## config.mk

```make
export PLATFORM = sky130hd
export DESIGN_NAME = tmme_ram
export DESIGN_NICKNAME = d
export VERILOG_FILES = /design/src/tmme_ram.sv
export SDC_FILE = /design/constraint.sdc
export NUM_CORES = 1
export LEC_CHECK = 0
export ABC_AREA = 0
export BUFFER_PORTS_ARGS = -buffer_cell sky130_fd_sc_hd__buf_2
export CAP_MARGIN = 20
export CELL_PAD_IN_SITES_DETAIL_PLACEMENT = 1
export CELL_PAD_IN_SITES_GLOBAL_PLACEMENT = 1
export CORE_UTILIZATION = 30
export CTS_BUF_LIST = sky130_fd_sc_hd__clkbuf_8
export CTS_CLUSTER_DIAMETER = 60
export DETAILED_ROUTE_END_ITERATION = 10
export MAX_ROUTING_LAYER = met4
export PLACE_DENSITY_LB_ADDON = 0.05
export SETUP_SLACK_MARGIN = 0.2
export SYNTH_ARGS = -nofsm -noshare
export SYNTH_HDL_FRONTEND = slang
export SYNTH_SLANG_ARGS = --single-unit
```

## constraint.sdc

```tcl
create_clock -name clk_i -period 3.3 [get_ports clk_i]
set_input_delay 0.33 -clock clk_i [delete_from_list [all_inputs] [get_ports clk_i]]
set_output_delay 0.33 -clock clk_i [all_outputs]
set_load 0.005 [all_outputs]
```

## src/tmme_ram.sv

```systemverilog
module tmme_ram #(
  parameter int unsigned WIDTH = 16,
  parameter int unsigned DEPTH = 64
) (
  input  logic                                   clk_i,
  input  logic                                   we_i,
  input  logic [(DEPTH > 1 ? $clog2(DEPTH) : 1)-1:0] waddr_i,
  input  logic [WIDTH-1:0]                       wdata_i,
  input  logic                                   re_i,
  input  logic [(DEPTH > 1 ? $clog2(DEPTH) : 1)-1:0] raddr_i,
  output logic [WIDTH-1:0]                       rdata_o
);

  logic [WIDTH-1:0] mem_q [DEPTH];
  logic [WIDTH-1:0] rdata_q;

  always_ff @(posedge clk_i) begin
    if (we_i) begin
      mem_q[waddr_i] <= wdata_i;
    end
    if (re_i) begin
      rdata_q <= mem_q[raddr_i];
    end
  end

  assign rdata_o = rdata_q;

endmodule

```

==> flow_summary.json, run 1 <==
{
  "outcome": "finished clean",
  "ys_warn_count": 0,
  "syn_nets": 1860,
  "antenna_found_initial": 15,
  "synth_edf_count": 1040,
  "finalNonFillerCells": 4074,
  "final_common_cell": "edfxtp_1",
  "setup_ws_ps": 1030,
  "hpwlAfterDp_um": 74000,
  "cts_buffers": 186,
  "ant_nets": 0,
  "p_leak_uw": 0.0152,
  "grt_start_max_net_pins": 65,
  "drive_gt1_frac": 0.310,
  "post-route-period-util": 0.686,
  "setup_tns_ps": 0,
  "cts_resized": 0,
  "dr_total_vias": 19700,
  "cp-start-kind": "register",
  "cp-end-kind": "register",
  "grt_overflow": 0,
  "hold_viol_final": 0,
  "clk_latency_ps": 860,
  "grt_pass1_wl_um": 168000,
  "nFillCells": 12900,
  "cts.sink_count": 1040,
  "grt_usage": 0.184,
  "synth_area_um2": 40200,
  "drt_iter0_markers": 1384,
  "initial_core_util": 0.304,
  "cts_tree": "built",
  "grt_pass1_vias": 21500,
  "dpl_worst_slack_ps": 246,
  "routabilityCongestion": 0.776,
  "htree_levels": 4,
  "hold_class": "in2reg",
  "r2r_slack_ps": 1030,
  "synthArstFlopShare": 0,
  "viasPerCell": 4.84,
  "p_per_area_nw_per_um2": 575,
  "crit_required_ps": 3900,
  "max_freq_mhz": 441,
  "slew_headroom": 0.314,
  "rsz0062_at_grt": "no",
  "synth_cell_types": 42,
  "power_uw": 27100,
  "detail_route.wl_per_cell_um": 29.5,
  "setup_violations": 0,
  "cts_root_buf": "clkbuf_8",
  "arrival_ps": 2860,
  "ys_ff_latch": 1040,
  "cp_max_fo": 1,
  "min_period_ps": 2270,
  "portBuffers": 46,
  "route.detailed.drc": 0,
  "cts_setup_buffers": 0,
  "cts_hold_buf": 11,
  "synth_cells": 1829,
  "pin_count": 47,
  "ir_worst_vdd_mv": 0.371,
  "slew_viol_final": 0,
  "worst_pin_slew_ps": 1030,
  "fin_nets": 2195,
  "crit_type": "reg2reg",
  "fp-row-count": 133,
  "cap_viol_max_count": 0,
  "firstDrtPassIters": 5,
  "routed_wl_um": 120000,
  "clock_skew_ps": 33.1,
  "ys_seq_area_frac": 0.777,
  "dieArea_um2": 135000,
  "clk_pin_slew_ps": 60,
  "die_x_um": 368,
  "ys.flop_type": "edfxtp_1",
  "dp.cells": 3718,
  "syn-mean-instance-area_um2": 22.0,
  "layout_common_cells": "1040 x edfxtp_1, 220 x mux4_2, 192 x clkbuf_8, 173 x buf_4, 85 x mux2i_1",
  "core_um2": 132000,
  "clock_path_buffers": 3,
  "die_h_um": 368,
  "areaGrowthSynthToFinish_pct": 17.1
}
==> state kept, by name, indices dropped and copies added, names as in the netlist <==
register	count
mem_q	1024
rdata_o	16
==> cells in the mapped netlist (6+ instances only) <==
| cell type | instances | area share |
|---|---|---|
| a221o_1 | 6 | 0.0015 |
| mux2i_1 | 85 | 0.021 |
| a22o_1 | 6 | 0.0013 |
| a221oi_1 | 16 | 0.0035 |
| nand3_1 | 24 | 0.0030 |
| a31oi_1 | 8 | 0.0012 |
| edfxtp_1 | 1040 | 0.78 |
| nand4_1 | 12 | 0.0019 |
| clkbuf_1 | 24 | 0.0022 |
| nor2_1 | 72 | 0.0067 |
| a21oi_1 | 17 | 0.0021 |
| a22oi_1 | 39 | 0.0073 |
| buf_6 | 17 | 0.0048 |
| mux2_2 | 27 | 0.0076 |
| nor2b_1 | 30 | 0.0047 |
| a311oi_1 | 8 | 0.0017 |
| a211o_1 | 8 | 0.0017 |
| nand2_1 | 59 | 0.0055 |
| buf_4 | 13 | 0.0024 |
| mux4_2 | 220 | 0.12 |
| a211oi_1 | 8 | 0.0015 |
| buf_2 | 36 | 0.0045 |
==> layer usage <==
| metal | global-route usage | vias to the layer above | wire, um |
|---|---|---|---|
| li1 | - | 8422 | - |
| met4 | 0.0591 | 0 | 3340 |
| met5 | - | - | 0 |
| met1 | 0.240 | 10700 | 53900 |
| met2 | 0.292 | 427 | 58100 |
| met3 | 0.0346 | 197 | 4910 |
==> per-stage QoR <==
stage / utilization / hold WS [ps] / area, um2
finish: 0.356 / 134 / 47100
global route: 0.356 / 82.3 / 47100
CTS: 0.356 / 40.7 / 47000
detailed placement: 0.330 / 748 / 43600
global placement: 0.330 / 755 / 43600
floorplan: - / 429 / 40200
==> worst max-delay path, stage by stage, from the launching register on <==
cell and delay (ps):
edfxtp_1 360, mux4_2 460, mux2i_1 300, a22oi_1 320, a31oi_1 300, buf_4 200
a311oi_1 60
==> cell type report <==
class / instances / area [um2] / area share
tap: 1755 / 2200 / 0.0467
clock inverter: 140 / 629 / 0.0134
clock buffer: 192 / 2640 / 0.0561
antenna: 11 / 27.5 / 0.000585
timing repair buffer: 251 / 2070 / 0.0441
sequential: 1040 / 31200 / 0.664
multi-input combinational: 685 / 8270 / 0.176
==> worst paths after layout <==
kind              depth (start not counted)            to          from
setup / recovery                          6    rdata_o[0]  mem_q[23][0]
hold reg to reg                           4    rdata_o[5]  mem_q[36][5]
setup reg to reg                          6    rdata_o[0]  mem_q[23][0]
hold / removal                            1  mem_q[17][5]    wdata_i[5]
==> logic make-up after synthesis <==
family / synth area share
flops: 0.777
mux: 0.155
simple gates: 0.0264
compound gates: 0.0240
buf+inv: 0.0182
==> where the power goes <==
part           internal (uW)  total, uW  switching [uW]
Sequential             14700      14700            39.2
Combinational            573       1550             974
Clock                   5500      10800            5330
Note: power is estimated with default switching activity, not from simulation.
==> inputs of run 2 (changes only) <==
==> constraint.sdc (replaced) <==
create_clock -name clk_i -period 2.1 [get_ports clk_i]
set_input_delay 0.21 -clock clk_i [delete_from_list [all_inputs] [get_ports clk_i]]
set_output_delay 0.21 -clock clk_i [all_outputs]
set_load 0.005 [all_outputs]
==> run 2 against run 1 <==
Compared with the run above:
- the flow now finishes with violations (setup timing)
- first-iteration DRC count shrank 7.9%
- largest power group unchanged
- critical endpoint is now rdata_o[3]
- register-to-register slack lost 1000 ps
- non-clock buffer count increased by 99
==> flow_summary.json, run 2 (same netlist as run 1, synthesis figures left out) <==
{
  "routed_wl_um": 122000,
  "r2r_slack_ps": -10,
  "top_register": "mem_q",
  "arrival_ps": 2710,
  "antenna_found_initial": 13,
  "fp-row-count": 133,
  "cts_root_buf": "clkbuf_8",
  "slew_headroom": 0.439,
  "firstDrtPassIters": 5,
  "clock_skew_ps": 48.6,
  "post-route-period-util": 1.01,
  "crit_type": "reg2reg",
  "grt_most_used_layer": "met2",
  "pin_count": 47,
  "p_leak_uw": 0.0160,
  "worst_pin_slew_ps": 838,
  "outcome": "finished, violations left",
  "max_freq_mhz": 473,
  "slew_viol_final": 0,
  "met2_usage": 0.301,
  "drive_gt1_frac": 0.364,
  "crit_start": "mem_q[21][3]",
  "p_per_area_nw_per_um2": 878,
  "dp.cells": 3810,
  "finalNonFillerCells": 4174,
  "dieArea_um2": 135000,
  "final_util": 0.373,
  "cp_slowest_stage_delay_ps": 480,
  "rsz0062_at_grt": "yes",
  "final_common_cell": "edfxtp_1",
  "endpoint": "rdata_o[3]",
  "ant_nets": 0,
  "crit_buf_inv": 2,
  "clock_path_buffers": 3,
  "setup_ws_ps": -14.8,
  "reg2reg_depth": 7,
  "routabilityCongestion": 0.775,
  "setup_violations": 1,
  "grt_start_max_net_pins": 65,
  "r2r-start": "mem_q[21][3]",
  "drt_iter0_markers": 1274,
  "crit_required_ps": 2690,
  "clk_pin_slew_ps": 60,
  "htree_levels": 4,
  "clk_latency_ps": 880,
  "grt_usage": 0.187,
  "viasPerCell": 4.80,
  "layout_common_cells": "1040 x edfxtp_1, 220 x mux4_2, 190 x clkbuf_8, 179 x buf_4, 101 x buf_12",
  "grt_pass1_wl_um": 172000,
  "grt_overflow": 0,
  "cp-end-kind": "register",
  "core_um2": 132000,
  "cts_tree": "built",
  "die_x_um": 368,
  "use_met3": 0.0337,
  "cap_viol_max_count": 0,
  "hpwlAfterDp_um": 76500,
  "power_uw": 43200,
  "dr_total_vias": 20000,
  "initial_core_util": 0.304,
  "ir_worst_vdd_mv": 0.599,
  "cts_buffers": 188,
  "min_period_ps": 2110,
  "cp_max_fo": 1,
  "route.detailed.drc": 0,
  "cts.sink_count": 1040,
  "cp-start-kind": "register",
  "hold_class": "in2reg",
  "largest_reg_flops": 1024,
  "violations": "setup timing",
  "hold_ws_ps": 120,
  "cp_slowest_cell": "mux4_2",
  "crit_cells": 7,
  "grt_util_met1": 0.242,
  "areaGrowthSynthToFinish_pct": 22.5,
  "fin_nets": 2296,
  "portBuffers": 46,
  "cp_top_family": "multiplexers",
  "hold_viol_final": 0,
  "worstPathCellList": "mux4_2 -> mux2i_1 -> buf_4 -> a22oi_2 -> a31oi_4 -> buf_6 -> a311oi_2",
  "detail_route.wl_per_cell_um": 29.1,
  "r2r-end": "rdata_o[3]",
  "die_h_um": 368,
  "grt_pass1_vias": 22000
}
[run 2: cell count changes in the layout (fill, tap and decap cells not counted), sizes merged, moves of 2 or more]
cell / before / now
buf: 239 / 330
bufinv: 2 / 4
clkbuf: 192 / 190
clkinv: 62 / 64
clkinvlp: 7 / 11
diode: 11 / 7
dlygate4sd3: 12 / 20
[run 2: how the worst min path moves through the flow]
stage	start	endpoint	slack [ps]	cells after the start
finish	waddr_i[0]	mem_q[53][7]	120	4
global route	raddr_i[4]	rdata_o[6]	70	4
CTS	raddr_i[4]	rdata_o[7]	20	4
detailed placement	rdata_o[3]	rdata_o[3]	640	1
global placement	rdata_o[1]	rdata_o[1]	640	1
floorplan	wdata_i[0]	mem_q[0][0]	310	0
[run 2: layer usage]
layer,up-vias,wire (um)
li1,8623,-
met1,10800,53700
met2,423,59700
met3,197,5180
met4,0,2950
met5,-,0
[run 2: timing repair]
item / 4_1_cts / 5_1_grt
pin swaps: 29 / 6
resized for setup: 40 / 15
hold endpoints to repair: 1010 / 0
endpoints found under the setup margin: 14 / 16
setup buffers: 0 / 0
hold buffers: 20 / 0
[run 2: worst min-delay path: stages]
cell,delay (ps)
buf_2,140
nand4_1,190
nor2_1,110
buf_12,160
[run 2: through the flow]
stage / TNS (ps) / instance area [um2] / worst slack, ps
after global routing: -266 / 49200 / -99.3
final: -14.8 / 49300 / -14.8
after CTS: -98.5 / 49200 / -50.7
after detailed placement: -8500 / 45400 / -1050
after floorplan: -8240 / 40300 / -67.8
after global placement: -8480 / 45400 / -1080
[run 2: layout make-up]
class                           count  area [um2]
Antenna cell                        7        17.5
Multi-Input combinational cell    685        8570
Clock inverter                    147         759
Clock buffer                      190        2620
Sequential cell                  1040       31200
Fill cell                       12900       82900
Tap cell                         1755        2200
Timing Repair Buffer              350        3870
[run 2: where the power goes]
group,switching [uW],total [uW],internal (uW)
combinational,1620,2760,1140
sequential,54.7,23100,23000
clock,8490,17400,8890
total,10200,43200,33100
