[config.mk]
export PLATFORM = sky130hd
export DESIGN_NAME = tmme_merge
export DESIGN_NICKNAME = d
export VERILOG_FILES = /design/src/tmme_pkg.sv /design/src/tmme_merge.sv
export SDC_FILE = /design/constraint.sdc
export NUM_CORES = 1
export LEC_CHECK = 0
export ABC_AREA = 0
export BUFFER_PORTS_ARGS = -buffer_cell sky130_fd_sc_hd__clkbuf_2
export CORE_MARGIN = 3
export CORE_UTILIZATION = 47
export DETAILED_ROUTE_END_ITERATION = 10
export HOLD_SLACK_MARGIN = 0.12
export PLACE_DENSITY_LB_ADDON = 0.1
export SETUP_SLACK_MARGIN = 0.5
export SLEW_MARGIN = 40
export SYNTH_ARGS = -nofsm -noshare
export SYNTH_HDL_FRONTEND = slang
export SYNTH_SLANG_ARGS = --single-unit
[constraint.sdc]
create_clock -name clk_i -period 0.8 [get_ports clk_i]
set_input_delay 0.24 -clock clk_i [delete_from_list [all_inputs] [get_ports clk_i]]
set_output_delay 0.24 -clock clk_i [all_outputs]
set_load 0.005 [all_outputs]
[src/tmme_pkg.sv]
package tmme_pkg;

  localparam int unsigned RESOURCES = 4;
  localparam int unsigned POINTS    = 6;
  localparam int unsigned QW        = 14;
  localparam int unsigned LANE_LAT  = QW + 2;

  localparam logic        REQ_EVAL  = 1'b0;
  localparam logic        REQ_WRITE = 1'b1;

  localparam int unsigned PT_O1 = 0;
  localparam int unsigned PT_Z1 = 1;
  localparam int unsigned PT_I1 = 2;
  localparam int unsigned PT_I2 = 3;
  localparam int unsigned PT_Z2 = 4;
  localparam int unsigned PT_O2 = 5;

  localparam logic signed [15:0] Q_ONE     = 16'sd16384;
  localparam logic signed [15:0] Q_NEG_ONE = -16'sd16384;

  typedef logic signed [15:0] val_t;
  typedef val_t [POINTS-1:0] bp_set_t;
  typedef val_t [RESOURCES-1:0] lane_val_t;

  typedef struct packed {
    logic [16:0] num;
    logic [16:0] den;
    val_t        base;
  } seg_t;

endpackage

[src/tmme_merge.sv]
module tmme_merge (
  input  logic                clk_i,
  input  logic                rst_ni,
  input  logic                en_i,
  input  logic                valid_i,
  input  logic                oor_i,
  input  tmme_pkg::lane_val_t resp_i,
  output logic                valid_o,
  output tmme_pkg::val_t      value_o
);
  import tmme_pkg::*;

  val_t min_d;
  logic valid_q;
  val_t value_q;

  always_comb begin
    min_d = Q_ONE;
    for (int r = 0; r < RESOURCES; r++) begin
      if (resp_i[r] < min_d) begin
        min_d = resp_i[r];
      end
    end
    if (oor_i) begin
      min_d = Q_NEG_ONE;
    end
  end

  always_ff @(posedge clk_i or negedge rst_ni) begin
    if (!rst_ni) begin
      valid_q <= 1'b0;
    end else if (en_i) begin
      valid_q <= valid_i;
    end
  end

  always_ff @(posedge clk_i) begin
    if (en_i) begin
      value_q <= min_d;
    end
  end

  assign valid_o = valid_q;
  assign value_o = value_q;

endmodule

==> results of run 1 <==
cell families after synthesis:
| family | Yosys count |
|---|---|
| adder cells (fa/ha/maj) | 44 |
| multiplexers | 20 |
| AO/OA/AOI/OAI | 98 |
| AND/OR/NAND/NOR | 113 |
| buffers and inverters | 26 |
| flip-flops | 17 |
final cells by class:
| type | count | area (µm²) | share of cell area |
|---|---|---|---|
| tap | 70 | 87.6 | 0.0195 |
| multi-input combinational | 276 | 2330 | 0.518 |
| sequential | 17 | 505 | 0.112 |
| clock buffer | 4 | 45.0 | 0.0100 |
| inverter | 10 | 37.5 | 0.00834 |
| timing repair buffer | 207 | 1490 | 0.332 |
stage by stage:
stage,setup WS [ns],hold WS [ns]
2_1_floorplan,-5.57,-0.0556
3_3_place_gp,-5.69,0.0150
3_5_place_dp,-5.81,0.0173
4_1_cts,-5.22,-0.252
5_1_grt,-5.74,-0.263
6_report,-5.51,-0.257
registers in the layout (all words and copies together) (netlist names):
| signal | count |
|---|---|
| valid_o | 1 |
| value_o | 16 |
cells in the final DEF (no fill, tap or decap), types with 10 or more instances in the layout:
cell type  synthesis  final
a21oi_1           52     39
a21oi_2            0     12
a311o_1           12     12
buf_4              0    107
clkbuf_2           0     82
edfxtp_1          16     16
ha_1              43     36
inv_1             10     10
mux2i_1           16     15
nand2_1           24     15
nand2b_1          16     15
nor2_1            35     30
timing repair:
action / 4_1_cts / 5_1_grt
gates resized for setup: 27 / 31
setup buffers: 12 / 10
endpoints found under the hold margin: 1 / 1
setup endpoints to repair: 50 / 50
gates cloned: 2 / 1
pin swaps: 8 / 9
power by group through the flow:
stage | clock [mW] | combinational [mW] | sequential [mW]
after global placement | 0 | 4.16 | 1.29
after detailed placement | 0 | 4.30 | 1.30
after global routing | 0.707 | 5.82 | 1.30
final | 0.668 | 5.38 | 1.28
after CTS | 0.655 | 4.77 | 1.28
after floorplan | 0 | 2.64 | 1.32
per-layer routing:
layer / share of wire / up-vias / global-route usage
met2: 0.51 / 126 / 0.507
met3: 0.046 / 29 / 0.0366
met4: 0.030 / 0 / 0.0642
met5: 0 / - / 0
li1: - / 1601 / -
met1: 0.41 / 1551 / 0.322
how the worst min path moves through the flow:
stage                       from                  end  cells after the start
after floorplan           rst_ni  valid_o$_DFFE_PN0P_                      0
after global placement    rst_ni  valid_o$_DFFE_PN0P_                      1
after detailed placement  rst_ni  valid_o$_DFFE_PN0P_                      1
after CTS                 rst_ni  valid_o$_DFFE_PN0P_                      1
after global routing      rst_ni  valid_o$_DFFE_PN0P_                      1
final                     rst_ni  valid_o$_DFFE_PN0P_                      1
==> run metrics, run 1 <==
peak supply drop 1380 µV; Final nets 627; Lkg Pwr 2.24 nW; final WL 9790 µm; largest family of logic cells by synthesized area compound AO/OA/AOI/OAI gates; adder-cell area share of the yosys netlist 0.208; die width 80.8 µm; Fmax 0.159 GHz; Filler cells 318; Critical R2R Capture valid_o$_DFFE_PN0P_; DIE HEIGHT 80.8 µm; Synth Area per Inst 8.27 µm²; # diodes 0; final worst slack -5.51 ns; status complete, but fails checks; prevailing post-synth register cell edfxtp_1; Crit Reg-Reg Startpoint valid_o$_DFFE_PN0P_; top cells by area, synth ha_1, edfxtp_1, a21oi_1, mux2i_1, nor2_1; Required @ worst endpoint 0.81 ns; worst min-delay path class primary input to async pin; global-route wire length before repair 13900 µm; # rows 26; Synth top area share 0.205; crit-path max FO 7; Hold WS -0.257 ns; fin area 0.00450 mm²; worst setup path end value_o[0]$_SDFFCE_PP0P_; Synth Area in Compound Gates 0.252; worst skew pair latency 0.26 ns; Max-Slew Margin vs Limit 0.728; final setup fails 33; failing checks negative hold slack, negative setup slack; Ports 86; commonest cells in the netlist a21oi_1, ha_1, nor2_1; Tcrit/Tclk final 7.89; slowest cell on the critical path or3_4; Total Power 7.33 mW; initial antenna violation count 0; CP Depth 35; Seq pwr share 0.175; vias in the first global route 3150; drt wl/cell 16.8 µm; final worst path period need 6.31 ns; CTS H-Tree Depth 1; die area 0.00653 mm²; xor and xnor area share after synthesis 0; Non-Filler Instances 584; internal power 4.41 mW; clock power share 0.091; drt first pass iters 4; gr ovfl total 0; sw power 2.92 mW; Max-Cap Viols 0; Yosys cell types 48; CP Class primary input to register; CORE AREA 0.00527 mm²; Gate power share 0.734; register area share after synthesis 0.192; Placed Area 0.00395 mm²; Switching Share 0.398; final clock skew 0 ns; post-route ant nets 0; Pwr Density 1630 mW/mm²; cells after synthesis 318; post-synthesis sequential element count 17; 1st-iter DRT viols 216; Mapped Nets 430; multiplexer area fraction after synthesis 0.0823; TNS Setup -90.72 ns; Num CTS Buffers 3; Worst setup SP type primary input; CP arrival 6.32 ns; Slowest Stage Delay on Critical Path 0.40 ns; placed cell count 555; Netlist Area Pre-Place 0.00263 mm²; Layout Area Growth over Synthesis 71.2%; DRC 0; clk root buf clkbuf_8; Async SR Flop Fraction 0.0588; FF-to-FF setup slack 0.04 ns; post-DP HPWL 6760 µm; worst slew pin tran 0.406 ns; Ys Warns 0; Clk pin slew, worst setup/hold paths 0.06 ns; Critical Path Start resp_i[15]; WP buf/inv 6; Slew Limit Fails 0; share of layout cells above drive strength 1 0.525; post-DR vias/cell 5.66; EDFF count, synth 16; Via Count 3307; GRT Util Overall 0.269; Initial Util 0.499; Hold Vio Cnt, Final 1; critical path's most frequent cell a21o_1; CP endpoint kind register; largest net degree at the start of global routing 26; R2R depth 1; clock buffer depth 2; CP top delay family compound AO/OA/AOI/OAI gates; RSZ-0062 raised after global routing yes; Synth area leader ha_1; Port Buf Inserts 85; most common cell in the synthesized netlist a21oi_1; final core utilization 0.854; Synth Area in Simple Gates 0.220; GPL Wtd Cong 0.851; CTS tree built; clk sinks 17
No activity file was read; power rests on OpenSTA's default activity.
==> inputs of run 2 (changes only) <==
Settings changed: RECOVER_POWER set to 100.
==> run metrics, run 2 (synthesis gave the netlist of run 1 again) <==
R2R depth 1; Pwr Density 1640 mW/mm²; post-DP HPWL 6760 µm; worst slew pin tran 0.407 ns; area of the multi-input gates 0.00233 mm²; met1 Usage GRT 0.322; final clock skew 0 ns; die area 0.00653 mm²; fin area 0.00445 mm²; CP Class primary input to register; leading cell types in the layout, fill and taps excluded buf_4, clkbuf_2, a21oi_1; failing checks negative hold slack, negative setup slack; drt wl/cell 16.7 µm; post-route ant nets 0; Required @ worst endpoint 0.81 ns; # rows 26; Slowest Stage Delay on Critical Path 0.40 ns; peak supply drop 1360 µV; Ports 86; slowest cell on the critical path or3_4; Hold Vio Cnt, Final 1; CTS H-Tree Depth 1; final setup fails 33; post-DR vias/cell 5.63; largest net degree at the start of global routing 26; CTS tree built; die width 80.8 µm; clk root buf clkbuf_8; final core utilization 0.844; Largest register FFs 16; final WL 9750 µm; worst min-delay path class primary input to async pin; vias in the first global route 3150; Max-Cap Viols 0; CP arrival 6.31 ns; Via Count 3288; worst skew pair latency 0.25 ns; critical path's most frequent cell a21o_1; FF/Latch Area 505 µm²; final worst path period need 6.31 ns; Hold WS -0.254 ns; initial antenna violation count 0; Clk pin slew, worst setup/hold paths 0.06 ns; Final nets 627; Non-Filler Instances 584; clk sinks 17; busiest grt layer met2; GRT Util Overall 0.269; Initial Util 0.499; Layout Area Growth over Synthesis 69.2%; # diodes 0; DIE HEIGHT 80.8 µm; 1st-iter DRT viols 216; status complete, but fails checks; GPL Wtd Cong 0.851; drt first pass iters 4; met2 Track Usage GR 0.507; leading cell type in the layout, fill and taps excluded buf_4; Num CTS Buffers 3; Max-Slew Margin vs Limit 0.727; CP endpoint kind register; Tcrit/Tclk final 7.88; Port Buf Inserts 85; crit-path max FO 7; Lkg Pwr 2.22 nW; RSZ-0062 raised after global routing yes; share of layout cells above drive strength 1 0.518; placed cell count 555; Worst setup SP type primary input; Placed Area 0.00395 mm²; gr ovfl total 0; CORE AREA 0.00527 mm²; global-route wire length before repair 13900 µm; Slew Limit Fails 0; final worst slack -5.51 ns; worst slack at placement -5.81 ns; Filler cells 327; DRC 0; Fmax 0.159 GHz; clock buffer depth 2; M3 GR Usage 0.0366
-- run 2: worst paths after layout --
check / startpoint / endpoint / slack [ns]
max: resp_i[15] / value_o[0]$_SDFFCE_PP0P_ / -5.51
min: rst_ni / valid_o$_DFFE_PN0P_ / -0.25
max reg2reg: valid_o$_DFFE_PN0P_ / valid_o$_DFFE_PN0P_ / 0.05
min reg2reg: valid_o$_DFFE_PN0P_ / valid_o$_DFFE_PN0P_ / 0.52
max in group asynchronous: rst_ni / valid_o$_DFFE_PN0P_ / 0.97
min in group clk_i: valid_i / valid_o$_DFFE_PN0P_ / 0.23
-- run 2: repair_timing --
action	CTS	global route
setup buffers	12	10
endpoints found under the setup margin	50	50
endpoints found under the hold margin	1	1
gates cloned	2	1
pin swaps	8	9
gates resized for setup	27	31
-- run 2: critical path: cells and delay by family --
kind                     cells  cell delay (ns)
adder cells (fa/ha/maj)      3             0.87
AO/OA/AOI/OAI               14             2.43
multiplexers                 1             0.29
AND/OR/NAND/NOR             11             1.68
buffers and inverters        6             0.81
-- run 2: metal layers --
| metal | vias to the layer above | share of wire | wire [µm] |
|---|---|---|---|
| li1 | 1602 | - | - |
| met2 | 125 | 0.51 | 5020 |
| met3 | 29 | 0.051 | 498 |
| met5 | - | 0 | 0 |
| met4 | 0 | 0.030 | 296 |
| met1 | 1532 | 0.40 | 3940 |
-- run 2: area by class of cell --
| class | instances | area share |
|---|---|---|
| Multi-Input combinational cell | 276 | 0.524 |
| Inverter | 10 | 0.00844 |
| Clock buffer | 4 | 0.0101 |
| Sequential cell | 17 | 0.114 |
| Timing Repair Buffer | 207 | 0.324 |
| Tap cell | 70 | 0.0197 |
-- run 2: power breakdown --
group	internal, mW	switching [mW]	leakage [nW]	total [mW]
sequential	1.23	0.0511	0.166	1.28
combinational	2.80	2.55	2.03	5.35
clock	0.354	0.304	0.0228	0.659
-- run 2: per-stage QoR --
stage | TNS (ns) | power [mW]
after floorplan | -88.29 | 3.96
after global placement | -91.37 | 5.45
after detailed placement | -93.57 | 5.60
after CTS | -86.05 | 6.71
after global routing | -94.94 | 7.79
final | -90.62 | 7.29
